`config.mk`:
```
export PLATFORM = sky130hd
export DESIGN_NAME = rc_link_frame_receiver
export DESIGN_NICKNAME = d
export VERILOG_FILES = /design/src/rtl/rclfr_pkg.sv /design/src/rtl/rclfr_scaler.sv /design/src/rtl/rc_link_frame_receiver.sv
export VERILOG_INCLUDE_DIRS = /design/src /design/src/rtl
export SDC_FILE = /design/constraint.sdc
export NUM_CORES = 2
export LEC_CHECK = 0
export BUFFER_PORTS_ARGS = -buffer_cell sky130_fd_sc_hd__buf_4
export CAP_MARGIN = 30
export CORE_MARGIN = 1.5
export CORE_UTILIZATION = 38
export CTS_CLUSTER_SIZE = 28
export DETAILED_ROUTE_END_ITERATION = 8
export GPL_ROUTABILITY_DRIVEN = 0
export SLEW_MARGIN = 5
export SYNTH_ARGS = -nofsm -noshare
export SYNTH_HDL_FRONTEND = slang
export SYNTH_SLANG_ARGS = --single-unit
export TNS_END_PERCENT = 20
```
`constraint.sdc`:
```
create_clock -name clk -period 10.32 [get_ports clk]
set_input_delay 1.548 -clock clk [delete_from_list [all_inputs] [get_ports clk]]
set_output_delay 1.548 -clock clk [all_outputs]
set_load 0.02 [all_outputs]
```
`src/rtl/rc_link_frame_receiver_macros.svh`:
```
// Assertion macros for the RC link frame receiver.
// Needs clk and rst_n in the scope of the module that uses them.
`ifndef RC_LINK_FRAME_RECEIVER_MACROS_SVH
`define RC_LINK_FRAME_RECEIVER_MACROS_SVH

// Consequent checked in the same cycle as the antecedent.
`define RCLFR_ASSERT_NOW(lbl, ante, cons, msg) \
    lbl: assert property (@(posedge clk) disable iff (!rst_n) (ante) |-> (cons)) \
        else $error(msg);

// Consequent checked in the cycle after the antecedent.
`define RCLFR_ASSERT_NEXT(lbl, ante, cons, msg) \
    lbl: assert property (@(posedge clk) disable iff (!rst_n) (ante) |=> (cons)) \
        else $error(msg);

`endif

```
`src/rtl/rclfr_pkg.sv`:
```
// Shared constants, result kinds and config types for the RC link frame receiver.
// No dependencies.
`timescale 1ns / 1ps
`default_nettype none
package rclfr_pkg;

    localparam int MAX_FRAME_BYTES = 64;
    localparam int MIN_FRAME_BYTES = 4;
    localparam int RC_FRAME_TYPE   = 22;
    localparam int LINK_FRAME_TYPE = 20;
    localparam int NUM_CHANNELS    = 12;
    localparam int LINK_STAT_BYTES = 10;
    localparam int RAW_MASK        = 'h07FF;

    localparam int ADDR_W  = $clog2(MAX_FRAME_BYTES);
    localparam int COUNT_W = $clog2(MAX_FRAME_BYTES + 1);

    // config register indexes
    localparam logic [2:0] CFG_SYNC_VALUE    = 3'd0;
    localparam logic [2:0] CFG_CRC_POLY      = 3'd1;
    localparam logic [2:0] CFG_BYTE_TIMEOUT  = 3'd2;
    localparam logic [2:0] CFG_FAILSAFE      = 3'd3;
    localparam logic [2:0] CFG_RAW_MIN       = 3'd4;
    localparam logic [2:0] CFG_SCALE_RATIO   = 3'd5;
    localparam logic [2:0] CFG_OUT_MIN       = 3'd6;
    localparam logic [2:0] CFG_OUT_MAX       = 3'd7;

    localparam logic OP_BYTE = 1'b0;
    localparam logic OP_TICK = 1'b1;

    typedef enum logic [2:0] {
        KIND_CHANNEL   = 3'd0,
        KIND_LINK_STAT = 3'd1,
        KIND_SYNC_ERR  = 3'd2,
        KIND_CRC_ERR   = 3'd3,
        KIND_TIMEOUT   = 3'd4,
        KIND_FAILSAFE  = 3'd5
    } kind_t;

    typedef struct packed {
        logic [10:0] raw_min;
        logic [16:0] ratio_q16;
        logic [11:0] out_min;
        logic [11:0] out_max;
    } scale_cfg_t;

endpackage
`default_nettype wire

```
`src/rtl/rclfr_scaler.sv`:
```
// Channel scaler: Q16 multiply, rounding and clamp over two register stages.
// Depends on rclfr_pkg.
`timescale 1ns / 1ps
`default_nettype none
module rclfr_scaler (
    input  wire logic                 clk,
    input  wire logic                 rst_n,
    input  wire logic                 start,
    input  wire logic [10:0]          raw,
    input  wire rclfr_pkg::scale_cfg_t cfg,
    output logic                      done,
    output logic [11:0]               result
);
    import rclfr_pkg::*;

    logic signed [29:0] prod_reg;
    logic               stage_reg;
    logic               done_reg;
    logic [11:0]        result_reg;

    logic signed [11:0] diff;
    logic signed [29:0] prod_next;
    logic signed [31:0] sum;
    logic signed [15:0] quot;
    logic [11:0]        result_next;

    always_comb
    begin
        diff      = $signed({1'b0, raw}) - $signed({1'b0, cfg.raw_min});
        prod_next = 30'($signed({1'b0, cfg.ratio_q16}) * diff);
        // out_min * 65536 + 0.5 in Q16
        sum  = $signed({4'b0, cfg.out_min, 16'h8000}) + 32'(prod_reg);
        quot = sum[31:16];
        result_next = 12'(quot);
        if (quot < $signed({4'b0, cfg.out_min}))
            result_next = cfg.out_min;
        // max wins when min > max
        if (quot > $signed({4'b0, cfg.out_max}) || result_next > cfg.out_max)
            result_next = cfg.out_max;
    end

    always_ff @(posedge clk or negedge rst_n)
    begin
        if (!rst_n)
        begin
            stage_reg <= 1'b0;
            done_reg  <= 1'b0;
        end
        else
        begin
            stage_reg <= start;
            done_reg  <= stage_reg;
        end
    end

    always_ff @(posedge clk)
    begin
        if (start)
            prod_reg <= prod_next;
        if (stage_reg)
            result_reg <= result_next;
    end

    assign done   = done_reg;
    assign result = result_reg;

endmodule
`default_nettype wire

```
`src/rtl/rc_link_frame_receiver.sv`:
```
// RC link frame receiver: byte/tick sequencer, frame buffer, CRC8 and emitters.
// Depends on rclfr_pkg, rclfr_scaler and rc_link_frame_receiver_macros.svh.
//
// Takes one word per cycle while idle; a byte that does not end a frame and
// a tick that causes no result leave it idle. A tick with results stays in
// S_TICK until it has emitted each of them. A completed frame is walked
// through the single read port of the frame buffer: CRC over len-1 bytes plus
// the check byte, then for each RC channel three buffer reads, a wait on the
// scaler and one emit, or for a link frame one read and emit per byte.
// in_stall is high while a frame or tick is being worked off. cfg_ready is
// always high; write config only while idle.
`timescale 1ns / 1ps
`default_nettype none
module rc_link_frame_receiver (
    input  wire logic        clk,
    input  wire logic        rst_n,
    input  wire logic        in_valid,
    output logic             in_stall,
    input  wire logic        opcode,
    input  wire logic [7:0]  rx_byte,
    output logic             out_valid,
    input  wire logic        out_stall,
    output logic [2:0]       kind,
    output logic [3:0]       item_index,
    output logic [15:0]      value,
    output logic             failsafe_active,
    output logic             last_of_run,
    input  wire logic        cfg_valid,
    output logic             cfg_ready,
    input  wire logic [2:0]  cfg_index,
    input  wire logic [31:0] cfg_data
);
    import rclfr_pkg::*;
    `include "rc_link_frame_receiver_macros.svh"

    typedef enum logic [3:0] {
        S_IDLE, S_TICK, S_CRC, S_CMP, S_ERR, S_CH, S_SCL, S_CHOUT, S_LNK
    } state_t;

    // config
    logic [7:0]  sync_value_reg, crc_poly_reg;
    logic [15:0] byte_timeout_reg, failsafe_ticks_reg;
    scale_cfg_t  scale_cfg_reg;

    // frame buffer
    logic [7:0]        mem [MAX_FRAME_BYTES];
    logic [7:0]        rdata_reg;
    logic [ADDR_W-1:0] rd_pos_reg;
    logic              mem_we;

    state_t             state_reg, state_next;
    logic [COUNT_W-1:0] byte_count_reg, byte_count_next;
    logic [COUNT_W-1:0] chk_count_reg, chk_count_next;
    logic [7:0]         byte0_reg, byte0_next, len_reg, len_next, type_reg, type_next;
    logic [15:0]        idle_reg, idle_next, tsv_reg, tsv_next;
    logic               fs_reg, fs_next;
    logic [15:0]        sync_cnt_reg, sync_cnt_next, crc_cnt_reg, crc_cnt_next;
    logic [15:0]        to_cnt_reg, to_cnt_next;
    logic               to_pend_reg, to_pend_next, fs_pend_reg, fs_pend_next;
    logic               nf_reg, nf_next;
    logic               sync_bad_reg, sync_bad_next, crc_bad_reg, crc_bad_next;
    logic [7:0]         crc_reg, crc_next;
    logic [ADDR_W-1:0]  rd_addr_reg, rd_addr_next;
    logic               wait_reg, wait_next;
    logic [3:0]         idx_reg, idx_next;
    logic [1:0]         k_reg, k_next;
    logic [15:0]        w_reg, w_next;

    logic        out_valid_reg, out_valid_next, last_reg, last_next, fs_out_reg, fs_out_next;
    logic [2:0]  kind_reg, kind_next;
    logic [3:0]  index_reg, index_next;
    logic [15:0] value_reg, value_next;

    logic        accept, out_free, scl_start, scl_done;
    logic [11:0] scl_result;
    logic [10:0] scl_raw;
    logic [7:0]  rbyte;
    logic [6:0]  bitpos;
    logic [15:0] idle_inc, tsv_inc;
    logic        nf, to_hit, trig;

    function automatic logic [7:0] crc_step(input logic [7:0] c, input logic [7:0] b,
                                            input logic [7:0] poly);
        logic [7:0] x;
        x = c ^ b;
        for (int i = 0; i < 8; i++)
            x = x[7] ? ((x << 1) ^ poly) : (x << 1);
        return x;
    endfunction

    function automatic logic [6:0] ch_bitpos(input logic [3:0] ch);
        return ({3'b0, ch} << 3) + ({3'b0, ch} << 1) + {3'b0, ch};
    endfunction

    function automatic logic [ADDR_W-1:0] ch_base(input logic [3:0] ch);
        logic [6:0] p;
        p = ch_bitpos(ch);
        return ADDR_W'(3) + ADDR_W'(p[6:3]);
    endfunction

    assign accept    = in_valid && !in_stall;
    assign in_stall  = (state_reg != S_IDLE);
    assign cfg_ready = 1'b1;
    assign out_free  = !out_valid_reg || !out_stall;
    // positions past the frame end read as zero
    assign rbyte     = ({1'b0, rd_pos_reg} < chk_count_reg) ? rdata_reg : 8'd0;
    assign bitpos    = ch_bitpos(idx_reg);
    assign scl_raw   = 11'(({rbyte, w_reg} >> bitpos[2:0]) & 24'(RAW_MASK));
    assign idle_inc  = (idle_reg != 16'hFFFF) ? idle_reg + 16'd1 : idle_reg;
    assign tsv_inc   = (tsv_reg != 16'hFFFF) ? tsv_reg + 16'd1 : tsv_reg;
    assign to_hit    = (idle_inc > byte_timeout_reg) && (byte_count_reg != '0);
    assign nf        = (tsv_inc > failsafe_ticks_reg);

    rclfr_scaler u_scaler (
        .clk    (clk),
        .rst_n  (rst_n),
        .start  (scl_start),
        .raw    (scl_raw),
        .cfg    (scale_cfg_reg),
        .done   (scl_done),
        .result (scl_result)
    );

    always_comb
    begin
        state_next      = state_reg;
        byte_count_next = byte_count_reg;
        chk_count_next  = chk_count_reg;
        byte0_next      = byte0_reg;
        len_next        = len_reg;
        type_next       = type_reg;
        idle_next       = idle_reg;
        tsv_next        = tsv_reg;
        fs_next         = fs_reg;
        sync_cnt_next   = sync_cnt_reg;
        crc_cnt_next    = crc_cnt_reg;
        to_cnt_next     = to_cnt_reg;
        to_pend_next    = to_pend_reg;
        fs_pend_next    = fs_pend_reg;
        nf_next         = nf_reg;
        sync_bad_next   = sync_bad_reg;
        crc_bad_next    = crc_bad_reg;
        crc_next        = crc_reg;
        rd_addr_next    = rd_addr_reg;
        wait_next       = 1'b0;
        idx_next        = idx_reg;
        k_next          = k_reg;
        w_next          = w_reg;
        out_valid_next  = out_valid_reg && out_stall;
        kind_next       = kind_reg;
        index_next      = index_reg;
        value_next      = value_reg;
        fs_out_next     = fs_out_reg;
        last_next       = last_reg;
        mem_we          = 1'b0;
        scl_start       = 1'b0;
        trig            = 1'b0;

        case (state_reg)
            S_IDLE:
            begin
                if (accept && opcode == OP_BYTE)
                begin
                    idle_next = '0;
                    if (byte_count_reg < COUNT_W'(MAX_FRAME_BYTES - 1))
                    begin
                        mem_we          = 1'b1;
                        byte_count_next = byte_count_reg + 1'b1;
                        if (byte_count_reg == COUNT_W'(0)) byte0_next = rx_byte;
                        if (byte_count_reg == COUNT_W'(1)) len_next   = rx_byte;
                        if (byte_count_reg == COUNT_W'(2)) type_next  = rx_byte;
                    end
                    trig = (byte_count_next > COUNT_W'(MIN_FRAME_BYTES)) &&
                           ({2'b0, byte_count_next} == {1'b0, len_reg} + 9'd2);
                    if (trig)
                    begin
                        chk_count_next  = byte_count_next;
                        byte_count_next = '0;
                        crc_next        = '0;
                        rd_addr_next    = ADDR_W'(2);
                        wait_next       = 1'b1;
                        state_next      = S_CRC;
                    end
                end
                else if (accept)
                begin
                    idle_next    = idle_inc;
                    tsv_next     = tsv_inc;
                    to_pend_next = to_hit;
                    fs_pend_next = (nf != fs_reg);
                    nf_next      = nf;
                    if (to_hit)
                        byte_count_next = '0;
                    if (to_hit || nf != fs_reg)
                        state_next = S_TICK;
                end
            end
            S_TICK:
            begin
                if (out_free)
                begin
                    out_valid_next = 1'b1;
                    index_next     = '0;
                    if (to_pend_reg)
                    begin
                        to_cnt_next  = to_cnt_reg + 16'd1;
                        kind_next    = KIND_TIMEOUT;
                        value_next   = to_cnt_reg + 16'd1;
                        fs_out_next  = fs_reg;
                        last_next    = !fs_pend_reg;
                        to_pend_next = 1'b0;
                        if (!fs_pend_reg) state_next = S_IDLE;
                    end
                    else
                    begin
                        fs_next      = nf_reg;
                        kind_next    = KIND_FAILSAFE;
                        value_next   = {15'd0, nf_reg};
                        fs_out_next  = nf_reg;
                        last_next    = 1'b1;
                        fs_pend_next = 1'b0;
                        state_next   = S_IDLE;
                    end
                end
            end
            S_CRC:
            begin
                if (wait_reg)
                    wait_next = 1'b0;
                else
                begin
                    crc_next     = crc_step(crc_reg, rbyte, crc_poly_reg);
                    rd_addr_next = rd_addr_reg + 1'b1;
                    wait_next    = 1'b1;
                    if ({2'b0, rd_addr_reg} == len_reg)
                        state_next = S_CMP;
                end
            end
            S_CMP:
            begin
                if (wait_reg)
                    wait_next = 1'b0;
                else
                begin
                    sync_bad_next = (byte0_reg != sync_value_reg);
                    crc_bad_next  = (crc_reg != rbyte);
                    if (byte0_reg == sync_value_reg && crc_reg == rbyte &&
                        type_reg == 8'(RC_FRAME_TYPE))
                        tsv_next = '0;
                    state_next = S_ERR;
                end
            end
            S_ERR:
            begin
                if (sync_bad_reg || crc_bad_reg)
                begin
                    if (out_free)
                    begin
                        out_valid_next = 1'b1;
                        index_next     = '0;
                        fs_out_next    = fs_reg;
                        if (sync_bad_reg)
                        begin
                            sync_cnt_next = sync_cnt_reg + 16'd1;
                            kind_next     = KIND_SYNC_ERR;
                            value_next    = sync_cnt_reg + 16'd1;
                            last_next     = !crc_bad_reg;
                            sync_bad_next = 1'b0;
                            if (!crc_bad_reg) state_next = S_IDLE;
                        end
                        else
                        begin
                            crc_cnt_next = crc_cnt_reg + 16'd1;
                            kind_next    = KIND_CRC_ERR;
                            value_next   = crc_cnt_reg + 16'd1;
                            last_next    = 1'b1;
                            crc_bad_next = 1'b0;
                            state_next   = S_IDLE;
                        end
                    end
                end
                else if (type_reg == 8'(RC_FRAME_TYPE))
                begin
                    idx_next     = '0;
                    k_next       = '0;
                    rd_addr_next = ch_base(4'd0);
                    wait_next    = 1'b1;
                    state_next   = S_CH;
                end
                else if (type_reg == 8'(LINK_FRAME_TYPE))
                begin
                    idx_next     = '0;
                    rd_addr_next = ADDR_W'(3);
                    wait_next    = 1'b1;
                    state_next   = S_LNK;
                end
                else
                    state_next = S_IDLE;
            end
            S_CH:
            begin
                if (wait_reg)
                    wait_next = 1'b0;
                else if (k_reg == 2'd2)
                begin
                    scl_start  = 1'b1;
                    state_next = S_SCL;
                end
                else
                begin
                    if (k_reg == 2'd0) w_next[7:0]  = rbyte;
                    else               w_next[15:8] = rbyte;
                    k_next       = k_reg + 1'b1;
                    rd_addr_next = rd_addr_reg + 1'b1;
                    wait_next    = 1'b1;
                end
            end
            S_SCL:
            begin
                if (scl_done)
                    state_next = S_CHOUT;
            end
            S_CHOUT:
            begin
                if (out_free)
                begin
                    out_valid_next = 1'b1;
                    kind_next      = KIND_CHANNEL;
                    index_next     = idx_reg;
                    value_next     = {4'd0, scl_result};
                    fs_out_next    = fs_reg;
                    last_next      = (idx_reg == 4'(NUM_CHANNELS - 1));
                    if (idx_reg == 4'(NUM_CHANNELS - 1))
                        state_next = S_IDLE;
                    else
                    begin
                        idx_next     = idx_reg + 1'b1;
                        k_next       = '0;
                        rd_addr_next = ch_base(idx_reg + 1'b1);
                        wait_next    = 1'b1;
                        state_next   = S_CH;
                    end
                end
            end
            S_LNK:
            begin
                if (wait_reg)
                    wait_next = 1'b0;
                else if (out_free)
                begin
                    out_valid_next = 1'b1;
                    kind_next      = KIND_LINK_STAT;
                    index_next     = idx_reg;
                    value_next     = {8'd0, rbyte};
                    fs_out_next    = fs_reg;
                    last_next      = (idx_reg == 4'(LINK_STAT_BYTES - 1));
                    if (idx_reg == 4'(LINK_STAT_BYTES - 1))
                        state_next = S_IDLE;
                    else
                    begin
                        idx_next     = idx_reg + 1'b1;
                        rd_addr_next = rd_addr_reg + 1'b1;
                        wait_next    = 1'b1;
                    end
                end
            end
            default:
                state_next = S_IDLE;
        endcase
    end

    always_ff @(posedge clk or negedge rst_n)
    begin
        if (!rst_n)
        begin
            state_reg          <= S_IDLE;
            byte_count_reg     <= '0;
            chk_count_reg      <= '0;
            idle_reg           <= '0;
            tsv_reg            <= 16'hFFFF;
            fs_reg             <= 1'b1;
            sync_cnt_reg       <= '0;
            crc_cnt_reg        <= '0;
            to_cnt_reg         <= '0;
            to_pend_reg        <= 1'b0;
            fs_pend_reg        <= 1'b0;
            sync_bad_reg       <= 1'b0;
            crc_bad_reg        <= 1'b0;
            wait_reg           <= 1'b0;
            out_valid_reg      <= 1'b0;
            sync_value_reg     <= 8'd200;
            crc_poly_reg       <= 8'd213;
            byte_timeout_reg   <= 16'd5;
            failsafe_ticks_reg <= 16'd1000;
            scale_cfg_reg      <= '{raw_min: 11'd172, ratio_q16: 17'd40950,
                                    out_min: 12'd988, out_max: 12'd2012};
        end
        else
        begin
            state_reg      <= state_next;
            byte_count_reg <= byte_count_next;
            chk_count_reg  <= chk_count_next;
            idle_reg       <= idle_next;
            tsv_reg        <= tsv_next;
            fs_reg         <= fs_next;
            sync_cnt_reg   <= sync_cnt_next;
            crc_cnt_reg    <= crc_cnt_next;
            to_cnt_reg     <= to_cnt_next;
            to_pend_reg    <= to_pend_next;
            fs_pend_reg    <= fs_pend_next;
            sync_bad_reg   <= sync_bad_next;
            crc_bad_reg    <= crc_bad_next;
            wait_reg       <= wait_next;
            out_valid_reg  <= out_valid_next;
            if (cfg_valid && cfg_ready)
            begin
                case (cfg_index)
                    CFG_SYNC_VALUE:   sync_value_reg          <= cfg_data[7:0];
                    CFG_CRC_POLY:     crc_poly_reg            <= cfg_data[7:0];
                    CFG_BYTE_TIMEOUT: byte_timeout_reg        <= cfg_data[15:0];
                    CFG_FAILSAFE:     failsafe_ticks_reg      <= cfg_data[15:0];
                    CFG_RAW_MIN:      scale_cfg_reg.raw_min   <= cfg_data[10:0];
                    CFG_SCALE_RATIO:  scale_cfg_reg.ratio_q16 <= cfg_data[16:0];
                    CFG_OUT_MIN:      scale_cfg_reg.out_min   <= cfg_data[11:0];
                    CFG_OUT_MAX:      scale_cfg_reg.out_max   <= cfg_data[11:0];
                    default:          ;
                endcase
            end
        end
    end

    // payload registers, no reset
    always_ff @(posedge clk)
    begin
        byte0_reg   <= byte0_next;
        len_reg     <= len_next;
        type_reg    <= type_next;
        nf_reg      <= nf_next;
        crc_reg     <= crc_next;
        rd_addr_reg <= rd_addr_next;
        idx_reg     <= idx_next;
        k_reg       <= k_next;
        w_reg       <= w_next;
        kind_reg    <= kind_next;
        index_reg   <= index_next;
        value_reg   <= value_next;
        fs_out_reg  <= fs_out_next;
        last_reg    <= last_next;
    end

    always_ff @(posedge clk)
    begin
        if (mem_we)
            mem[byte_count_reg[ADDR_W-1:0]] <= rx_byte;
    end

    always_ff @(posedge clk)
    begin
        rdata_reg  <= mem[rd_addr_reg];
        rd_pos_reg <= rd_addr_reg;
    end

    assign out_valid       = out_valid_reg;
    assign kind            = kind_reg;
    assign item_index      = index_reg;
    assign value           = value_reg;
    assign failsafe_active = fs_out_reg;
    assign last_of_run     = last_reg;

    `RCLFR_ASSERT_NOW(a_scl_done_state, scl_done, state_reg == S_SCL,
        "scaler finished outside the scale wait")
    `RCLFR_ASSERT_NOW(a_last_channel, out_valid && kind == KIND_CHANNEL && last_of_run,
        item_index == 4'(NUM_CHANNELS - 1), "channel run ended early")
    `RCLFR_ASSERT_NOW(a_count_bound, 1'b1, byte_count_reg < COUNT_W'(MAX_FRAME_BYTES),
        "byte count past buffer")
    `RCLFR_ASSERT_NOW(a_failsafe_word, out_valid && kind == KIND_FAILSAFE,
        value[0] == failsafe_active, "failsafe word disagrees with flag")
    `RCLFR_ASSERT_NEXT(a_trig_starts_crc, accept && opcode == OP_BYTE && trig,
        state_reg == S_CRC && byte_count_reg == '0, "frame end did not start check")

endmodule
`default_nettype wire

```
# Word level (Yosys, flattened, before mapping)
# Memory sizes are Yosys's and may differ from the RTL's. A register that Yosys moved wholly into a read port is not among the register bits.
# Cells that the tools add are included.
# totals
ff_bits	341
latch_bits	0
mem_bits_rw	512
romBits	0
in_bits	49
out_inout_bits	28
elab_cells	383
memories	1
# mem_list
memory	words	word_bits	rd	rd_clocked_by_memory_dff	write_ports	line_no	text
mem	64	8	1	1	1	rc_link_frame_receiver.sv:46	logic [7:0] mem [MAX_FRAME_BYTES];
# classes
n_addsub	17
mul	1
div	0
n_lt_le_gt_ge	8
n_eq_ne	63
n_shift	1
muxes	167
bitwise	15
reduce_logical	67
# op_table
op	n
16-bit two-way mux	16
4-bit two-way mux	35
8-bit two-way mux	12
16-bit by 1-bit adder with 16-bit output, second input constant	5
6-bit two-way mux	13
8-bit bitwise XOR	9
16-bit one-hot mux with 4 select lines	1
1-bit two-way mux	52
7-bit two-way mux	7
2-bit != test, second input constant	24
4-bit AND reduction	11
4-bit one-hot mux with 9 select lines	1
6-bit one-hot mux with 6 select lines	1
16-bit greater-than comparator	2
16-bit != test, second input constant	2
16-bit one-hot mux with 2 select lines	1
29-bit by 30-bit adder with 31-bit output	1
18-bit by 12-bit multiplier with 30-bit output	1
12-bit two-way mux	2
24-bit by 3-bit right shift with 11-bit output	1
3-bit two-way mux	7
2-bit AND reduction	10
3-bit != test, second input constant	6
17-bit AND reduction	1
other kinds (64)	118

# Longest topological paths before layout
# logic_depth
depth_word	21
ltp_mapped	42
depth_no_buf	40

# Hierarchy
# From an unflattened synthesis, not the netlist that was laid out.
# hier_totals
hier_cells	3707
area_unflattened_um2	47246.6
# modules_own_cells
module	instances	cells_each	area_each_um2	seq_area_each_um2
rc_link_frame_receiver	1	2592	37551.0	23447.5
rclfr_scaler	1	1115	9695.5	860.8

# Least setup slack after synthesis
# Ideal clock, no wire load.
# synth_path
path_kind	register to register
startpoint	reg idx_reg[0]
endpoint	reg u_scaler.prod_reg[29] (data pin)
setup_ns	0.268
arrival_ns	8.737
required_ns	10.052
path_slack_ns	1.315
path_stages_with_launch	38
path_buffers	3
period_less_slack_ns	9.005
path_cell_list	edfxtp_1 > ha_1 > clkbuf_1 > clkbuf_1 > mux4_2 > a21oi_1 > ha_1 > inv_1 > fa_1 > nand2_1 > nand2_1 > a21oi_1 > o21bai_1 > a21oi_1 > o21bai_1 > a21oi_1 > o21bai_1 > a21oi_1 > (+2 left out) > and2_1 > fa_1 > inv_1 > fa_1 > fa_1 > fa_1 > inv_1 > fa_1 > ha_1 > a21oi_1 > nor2_1 > o21a_1 > a311o_1 > a21oi_1 > o211ai_1 > a31o_2 > o41ai_1 > xnor2_1
# synth_between
elab_chain_cells	5
# synth_lines
element	line_no	text
start: declaration	rc_link_frame_receiver.sv:65	logic [3:0] idx_reg, idx_next;
start signal: assignment	rc_link_frame_receiver.sv:441	idx_reg <= idx_next;
1-bit by 3-bit adder with 3-bit output	rc_link_frame_receiver.sv:92	return ({3'b0, ch} << 3) + ({3'b0, ch} << 1) + {3'b0, ch};
3-bit adder (*)	rc_link_frame_receiver.sv:92	
24-bit by 3-bit right shift with 11-bit output (*)	rc_link_frame_receiver.sv:108	assign scl_raw = 11'(({rbyte, w_reg} >> bitpos[2:0]) & 24'(RAW_MASK));
11-bit by 11-bit subtractor with 12-bit output (*)	rclfr_scaler.sv:29	diff = $signed({1'b0, raw}) - $signed({1'b0, cfg.raw_min});
18-bit by 12-bit multiplier with 30-bit output (*)	rclfr_scaler.sv:30	prod_next = 30'($signed({1'b0, cfg.ratio_q16}) * diff);
named net u_scaler.prod_next[29]	rclfr_scaler.sv:22	logic signed [29:0] prod_next;
end signal: assignment	rclfr_scaler.sv:59	prod_reg <= prod_next;
end: declaration	rclfr_scaler.sv:16	logic signed [29:0] prod_reg;
# The timed path passes the listed nets; every way through them passes the cells marked *.
# A chain may end at the register's enable or synchronous reset.

# Worst setup path after layout
# Same ends and word-level chain as after synthesis.

==> run_results.csv <==
group,metric,value,unit
critical_path,cp_slowest_cell,"ha_1",
grt,grt_max_degree,115,
grt,grt-ovfl-total,0,
critical_path,critPathKind,"register to register",
grt,grt_usage,18.08,%
drt,drt_first_pass_iters,5,
sta,hold_viol,0,
sta,skew,62.73,ps
critical_path,critical_path_arrival,10030,ps
finish,final_nets,4226,
finish,largest_reg_flops,512,
synthesis,postSynthCellCount,3804,
synthesis,synth_simple_gate_area_share,9.647,%
synthesis,synth_edf_count,625,
drt,drcViolationCount,0,
critical_path,cp_common_cell,"a21oi_1",
sta,finalCritPeriodShare,93.33,%
synthesis,synth_compound_area_share,8.351,%
grt,use_met3,2.930,%
status,status,"finished clean",
drt,wl_per_cell,20.39,µm
cts,clock_sink_count,846,
sta,period_needed,9632,ps
die,die-area,124800,µm²
synthesis,syn_area_per_cell,12.26,µm²
synthesis,yosys_most_used_dff,"edfxtp_1",
finish,final_cell_mix,"edfxtp_1, nand2_1, inv_1, nor2_1, ha_1",
drt,num_vias,29193,
grt,grt_pass1_wl,175400,µm
cts,htreeDepth,3,
sta,slew_headroom,30.90,%
cts,clk_pin_slew,60,ps
cts,clockBufferDepth,3,
placement,io_buffers,60,
critical_path,slowest_delay,540,ps
die,coreArea,121700,µm²
sta,setup_viol,0,
die,io_pins,77,
sta,tightest_slew,1033,ps
grt,grt_pass1_vias,29470,
cts,hold_buffers,0,
finish,post-route-util,42.65,%
critical_path,end_kind,"register",
cts,cts_buffers,91,
placement,dpl.hpwl,75690,µm
drt,antenna_left,0,
cts,cts_resized,0,
synthesis,synth-xor-area-share,4.598,%
die,die_h,353.3,µm
sta,max_freq,0.1038,GHz
grt,busiest_layer,"met2",
grt,antenna_found_initial,2,
cts,postCtsSetupBuffers,0,
critical_path,start_kind,"register",
synthesis,synth_top_family_by_area,"adder cells",
synthesis,async_reset_ff_share,24.47,%
cts,tritoncts,"yes",
sta,setup_tns,0,ps
die,start_util,38.32,%
synthesis,ys_seq_area_share,52.12,%
synthesis,synth_cell_types,93,
critical_path,required,10720,ps
cts,clk_latency,720,ps
sta,slew_viol_final,0,
drt,drtIter0Drc,2476,
worst_hold_path,hp-class,"register to register",
synthesis,yosysWarnings,0,
synthesis,syn_area,46640,µm²
run,maxCapViolCount,0,
synthesis,synthAdderAreaFrac,11.96,%
grt,grt_use_met2,29.93,%
finish,final_common_cell,"edfxtp_1",
finish,fill_cells,11176,
grt,met1_usage,24.27,%
critical_path,cp_max_fo,17,
drt,drt_wl_total,112700,µm
cts,cts_root_buf,"clkbuf_16",
synthesis,ys_ff_latch,846,
die,rows,128,
finish,area_delta_synth_final,11.29,%
sta,layout_setup_ws,688.4,ps
placement,pre_cts_ws,688.0,ps
finish,layout-drive-gt1-share,14.46,%
drt,via_per_inst,5.283,
die,fp.dieW,353.3,µm
synthesis,synthMuxAreaShare,9.389,%
sta,rsz0062_at_grt,"no",
-- worst paths after layout --
check                            start                     to  slack [ps]  cells after the start
max in group asynchronous        rst_n       sync_cnt_reg[15]        7280                      3
setup reg to reg            idx_reg[0]  u_scaler.prod_reg[29]         690                     37
setup / recovery            idx_reg[0]  u_scaler.prod_reg[29]         690                     37
min in group asynchronous        rst_n      scale_cfg_reg[27]         890                      1
hold / removal             type_reg[1]           state_reg[3]         460                      1
hold reg to reg            type_reg[1]           state_reg[3]         460                      1
-- per-stage QoR --
stage,cells,cell area (µm²),hold WS (ps)
5_1_grt,5525,51900,493.2
3_5_place_dp,5348,48800,454.1
4_1_cts,5518,51820,465.8
6_report,5526,51910,463.9
2_1_floorplan,3811,46670,346.2
3_3_place_gp,5346,48770,444.2
-- Yosys cell counts, types with 13 or more instances --
library cell / number / share of area (%)
nand4_1: 34 / 0.46
o21bai_1: 13 / 0.21
and3_1: 47 / 0.63
mux2i_1: 118 / 2.5
a22o_1: 18 / 0.34
o22ai_1: 51 / 0.68
buf_1: 18 / 0.14
o211ai_1: 13 / 0.21
o21ai_0: 153 / 1.6
dfstp_2: 64 / 3.6
nor3_1: 40 / 0.43
dfxtp_1: 14 / 0.60
ha_1: 201 / 5.4
or2_2: 15 / 0.20
a21oi_1: 157 / 1.7
o221ai_1: 38 / 0.71
mux4_2: 73 / 3.5
fa_1: 153 / 6.6
nand2_1: 360 / 2.9
nor2b_1: 16 / 0.21
xor2_1: 77 / 1.4
clkbuf_1: 156 / 1.3
mux2_2: 138 / 3.3
a31oi_1: 18 / 0.24
o21a_1: 13 / 0.21
nor2_1: 206 / 1.7
xnor2_1: 141 / 2.6
and2_1: 94 / 1.3
dfrtp_1: 143 / 7.7
nand3_1: 69 / 0.74
edfxtp_1: 625 / 40
inv_1: 297 / 2.4
a21o_1: 42 / 0.68
nand2b_1: 27 / 0.36
-- metal layers --
| layer | part of all wire, % | wire (µm) |
|---|---|---|
| met5 | 0 | 0 |
| met4 | 2.9 | 3250 |
| met3 | 5.1 | 5734 |
| met2 | 48 | 54010 |
| met1 | 44 | 49690 |
-- layout make-up --
type	count	area [µm²]	area share [%]
sequential	846	24310	46.83
inverter	303	1137	2.191
multi-input combinational	2482	20600	39.69
antenna	1	2.502	0.004821
clock inverter	53	605.6	1.167
clock buffer	117	2415	4.652
tap	1625	2033	3.917
timing repair buffer	99	805.8	1.552
-- cell families after synthesis --
family | count (synthesis)
AND/OR/NAND/NOR | 957
XOR/XNOR | 229
buffers and inverters | 483
flip-flops | 846
adder cells (fa/ha/maj) | 354
multiplexers | 329
AO/OA/AOI/OAI | 604
other | 2
-- worst max-delay path: cells and delay by family (launching register included) --
| family | cells | cell delay (ps) |
|---|---|---|
| muxes | 1 | 290 |
| AOI/OAI and AO/OA | 15 | 3390 |
| adders and majority gates | 9 | 3800 |
| and+or+nand+nor | 7 | 710 |
| xor gates and xnor gates | 2 | 440 |
| buffers and inverters | 3 | 160 |
| DFF | 1 | 490 |
Power is left out: the tool's default activity adds up to more than one toggle a clock period on the data nets, which glitch-free logic cannot reach.
